**src/rtl/jac_pkg.sv**
```systemverilog
// Shared constants for the radar measurement Jacobian pipeline.
package jac_pkg;

    localparam int FRAC_BITS_DEF = 16;
    localparam int WORD_W        = 32;
    localparam int R2_W          = 64;
    localparam int R3_W          = 96;
    localparam int SQRT_STAGES   = 32;
    localparam int QUO_W         = 32;
    localparam int DIV_STAGES    = QUO_W + 1;

endpackage

```
**src/rtl/jac_div.sv**
```systemverilog
// Pipelined restoring divider giving a 32-bit quotient and an overflow flag.
module jac_div
    import jac_pkg::*;
#(
    parameter int NUM_W = 48,
    parameter int DEN_W = 32
)
(
    input  logic               aclk,
    input  logic               en,
    input  logic [NUM_W-1:0]   num,
    input  logic [DEN_W-1:0]   den,
    output logic [QUO_W-1:0]   quo,
    output logic               ovf
);

    localparam int HI_W = NUM_W - QUO_W;
    localparam int CW   = (HI_W > DEN_W) ? HI_W : DEN_W;

    logic [DEN_W-1:0] rem_reg [0:QUO_W];
    logic [DEN_W-1:0] den_reg [0:QUO_W];
    logic [QUO_W-1:0] nlo_reg [0:QUO_W];
    logic [QUO_W-1:0] q_reg   [0:QUO_W];
    logic             ovf_reg [0:QUO_W];

    logic [CW-1:0]    hi_ext;
    logic [CW-1:0]    den_ext;
    logic [DEN_W-1:0] rem_init;

    assign hi_ext  = CW'(num[NUM_W-1:QUO_W]);
    assign den_ext = CW'(den);
    assign rem_init = DEN_W'(hi_ext);

    // quotient of 2^32 or more is flagged up front; below that the remainder fits
    always_ff @(posedge aclk) begin
        if (en) begin
            ovf_reg[0] <= hi_ext >= den_ext;
            rem_reg[0] <= rem_init;
            den_reg[0] <= den;
            nlo_reg[0] <= num[QUO_W-1:0];
            q_reg[0]   <= '0;
        end
    end

    for (genvar k = 0; k < QUO_W; k++) begin : g_stage
        logic [DEN_W:0]   t;
        logic [DEN_W:0]   diff;
        logic             take;

        always_comb begin
            t    = {rem_reg[k], nlo_reg[k][QUO_W-1-k]};
            diff = t - {1'b0, den_reg[k]};
            take = t >= {1'b0, den_reg[k]};
        end

        always_ff @(posedge aclk) begin
            if (en) begin
                rem_reg[k+1] <= take ? diff[DEN_W-1:0] : t[DEN_W-1:0];
                q_reg[k+1]   <= {q_reg[k][QUO_W-2:0], take};
                den_reg[k+1] <= den_reg[k];
                nlo_reg[k+1] <= nlo_reg[k];
                ovf_reg[k+1] <= ovf_reg[k];
            end
        end
    end

    assign quo = q_reg[QUO_W];
    assign ovf = ovf_reg[QUO_W];

endmodule

```
**config.mk**
```make
export PLATFORM = sky130hd
export DESIGN_NAME = jac_div
export DESIGN_NICKNAME = d
export VERILOG_FILES = /design/src/rtl/jac_pkg.sv /design/src/rtl/jac_div.sv
export SDC_FILE = /design/constraint.sdc
export NUM_CORES = 2
export LEC_CHECK = 0
export BUFFER_PORTS_ARGS = -buffer_cell sky130_fd_sc_hd__buf_2
export CORE_UTILIZATION = 35
export DETAILED_ROUTE_END_ITERATION = 10
export PLACE_DENSITY = 0.55
export RECOVER_POWER = 50
export SETUP_SLACK_MARGIN = 0.1
export SLEW_MARGIN = 20
export SYNTH_ARGS = -nofsm -noshare
export SYNTH_HDL_FRONTEND = slang
export SYNTH_MEMORY_MAX_BITS = 65536
export SYNTH_SLANG_ARGS = --single-unit
```
**constraint.sdc**
```tcl
create_clock -name aclk -period 4.6 [get_ports aclk]
set_input_delay 0.92 -clock aclk [delete_from_list [all_inputs] [get_ports aclk]]
set_output_delay 0.92 -clock aclk [all_outputs]
set_load 0.1 [all_outputs]
```
==> flow_metrics.tcl <==
set metrics [dict create \
    die_x_um 673 \
    post-route-period-util 0.910 \
    synthArstFlopShare 0 \
    largest_reg_flops 1024 \
    clk_pin_slew_ns 0.06 \
    cp_cell_sequence "ha_1, a21o_1, o21bai_1, o41ai_2, o21ai_1, a21oi_1, o21ai_1, a31oi_1, o21a_1, o31ai_4, buf_12, mux2_2" \
    drt-total-wl_um 346000 \
    cts_inserted_buffers 356 \
    max_stage_delay_ns 0.75 \
    max_clock_freq_mhz 239 \
    grt_pass1_vias 93928 \
    cts_setup_buffers 0 \
    yosys_register_bits 3121 \
    syn2layout_area_growth_pct 12.9 \
    cts.path.max_buffers 4 \
    grt_max_degree 130 \
    synth_top_area_frac 0.595 \
    routed-via-count 95735 \
    fin_hold_ws_ns 0.139 \
    mostFrequentLayoutCells "edfxtp_1 (3121), inv_1 (1270), ha_1 (1025)" \
    ys_warn_count 0 \
    cts_tree "done" \
    hold_buffers 0 \
    ant_nets 0 \
    core_area_um2 447000 \
    cp_max_fo 27 \
    final_common_cell "edfxtp_1" \
    grt_use_total 0.149 \
    path_class "reg -> reg" \
    maxSlewViolCount 483 \
    grt_pass1_wl_um 537000 \
    worst_slack_ns 0.413 \
    nFillCells 42082 \
    outcome "complete, but fails checks" \
    grt-ovfl-total 0 \
    ctsRootBufferMaster "clkbuf_16" \
    required_ns 5.28 \
    die_h_um 673 \
    p_leak_nw 70.5 \
    cpMaxStageDelayCell "o31ai_4" \
    rsz0062_at_grt "no" \
    max_slew_margin -0.726 \
    dr.first_iter.drc_count 6711 \
    fin_tns_setup_ns 0 \
    hp-class "in -> reg" \
    die-area_um2 453000 \
    drv_cap 7 \
    drc 0 \
    synthTopCellsByArea "edfxtp_1 (60%), ha_1 (8.1%), a21oi_1 (3.1%), inv_1 (3.0%), xnor2_1 (2.7%)" \
    synth_enable_flop_cells 3121 \
    cts_max_level 5 \
    clock_skew_ns 0.0624 \
    ys.flop_type "edfxtp_1" \
    viasPerCell 4.95 \
    ios 115 \
    syn_nets 13905 \
    syn_inst 12767 \
    layout-drive-gt1-share 0.0940 \
    hold_viol_final 0 \
    critPathBufInv 1 \
    tightestPinTransition_ns 2.59 \
    violations "max-capacitance violations, max-slew violations" \
    start_kind "flop" \
    first_pass_iters 5 \
    synth.distinct_cells 100 \
    cp-end-kind "flop" \
    synth.cell_area_um2 157000 \
    period_minus_slack_ns 4.19 \
    cts_resized 0 \
    synth-seq-area-share 0.595 \
    arrival_ns 4.87 \
    nets 14259 \
    clock_latency_ns 0.97 \
    yosysTopAreaCell "edfxtp_1" \
    syn_avg_cell_area_um2 12.3 \
    start_util 0.352 \
    dp_slack_ns 0.434 \
    gp_routability_congestion 0.872 \
    irDropWorstVdd_uv 387 \
    p_per_area_nw_per_um2 690 \
    clock_sinks 3121 \
    worst_path_dominant_cell_family "compound AO/OA/AOI/OAI gates" \
    setup_violations 0 \
    worst_path_most_repeated_cell "o21ai_1" \
    portBuffers 114 \
    core.rowCount 245 \
    dpl.hpwl_um 258000 \
    antenna_found_initial 7 \
    routedWlPerCell_um 17.9 \
]
kinds of logic (layout without fill, tap and decap cells):
family / Yosys count / after routing / synth area share
adders and majority gates: 1056 / 1056 / 0.0854
DFF: 3121 / 3121 / 0.595
other: 0 / 10 / 0
buffers and inverters: 1559 / 2201 / 0.0383
muxes: 430 / 430 / 0.0311
AOI/OAI and AO/OA: 3259 / 3259 / 0.129
xor gates and xnor gates: 814 / 814 / 0.0453
and+or+nand+nor: 2528 / 2528 / 0.0754
synthesized netlist by cell type (all sizes together) (26+ instances only):
master,count
a21o,531
nand2b,108
a221oi,28
fa,31
a211oi,80
ha,1025
a21boi,32
nor4,38
xor2,327
and2,28
buf,80
nand2,869
o211ai,38
xnor2,487
mux2,401
nor2,599
edfxtp,3121
or2,26
and3,91
or3,34
o21bai,106
nor3,123
o21ai,868
nand4,163
inv,1271
a211o,29
o31ai,81
clkbuf,208
mux2i,29
a21oi,976
a31oi,102
nor2b,160
nand3,214
o21a,150
path summary, 6_finish.rpt:
check,depth (start not counted),end,slack [ns],start
worst max-delay path,12,rem_reg[0][451],0.41,rem_reg[0][421]
worst min-delay path,1,nlo_reg[0][0],0.14,num[0]
worst max register to register,12,rem_reg[0][451],0.41,rem_reg[0][421]
worst min register to register,0,q_reg[0][714],0.37,q_reg[0][681]
power breakdown:
group / switching, mW / leakage (nW) / internal [mW]
registers: 4.09 / 30.6 / 40.4
clock network: 11.6 / 5.61 / 16.6
logic: 27.9 / 34.4 / 22.1
metal layers:
layer | wire length (µm) | global-route usage | vias to the layer above
li1 | - | - | 47896
met1 | 156000 | 0.194 | 45624
met2 | 165000 | 0.256 | 1634
met3 | 11900 | 0.0176 | 581
met4 | 12700 | 0.0504 | 0
met5 | 0 | 0 | -
area by class of cell:
type | instances | area, µm² | area share
Clock buffer | 434 | 9290 | 0.0522
Multi-Input combinational cell | 8087 | 57900 | 0.326
Inverter | 1271 | 4770 | 0.0268
Clock inverter | 212 | 2340 | 0.0132
Timing Repair Buffer | 284 | 2300 | 0.0129
Sequential cell | 3121 | 93700 | 0.527
Antenna cell | 10 | 25.0 | 0.000141
Tap cell | 5928 | 7420 | 0.0417
metrics by stage:
stage                     area [µm²]  utilization  total power [mW]  instances
after floorplan               157000            -              81.1      12767
after global placement        166000        0.373              94.8      18691
after detailed placement      166000        0.373              94.9      18691
after CTS                     178000        0.399               124      19337
after global routing          178000        0.398               131      19346
final                         178000        0.398               123      19347
(Power assumes the default switching activity.)
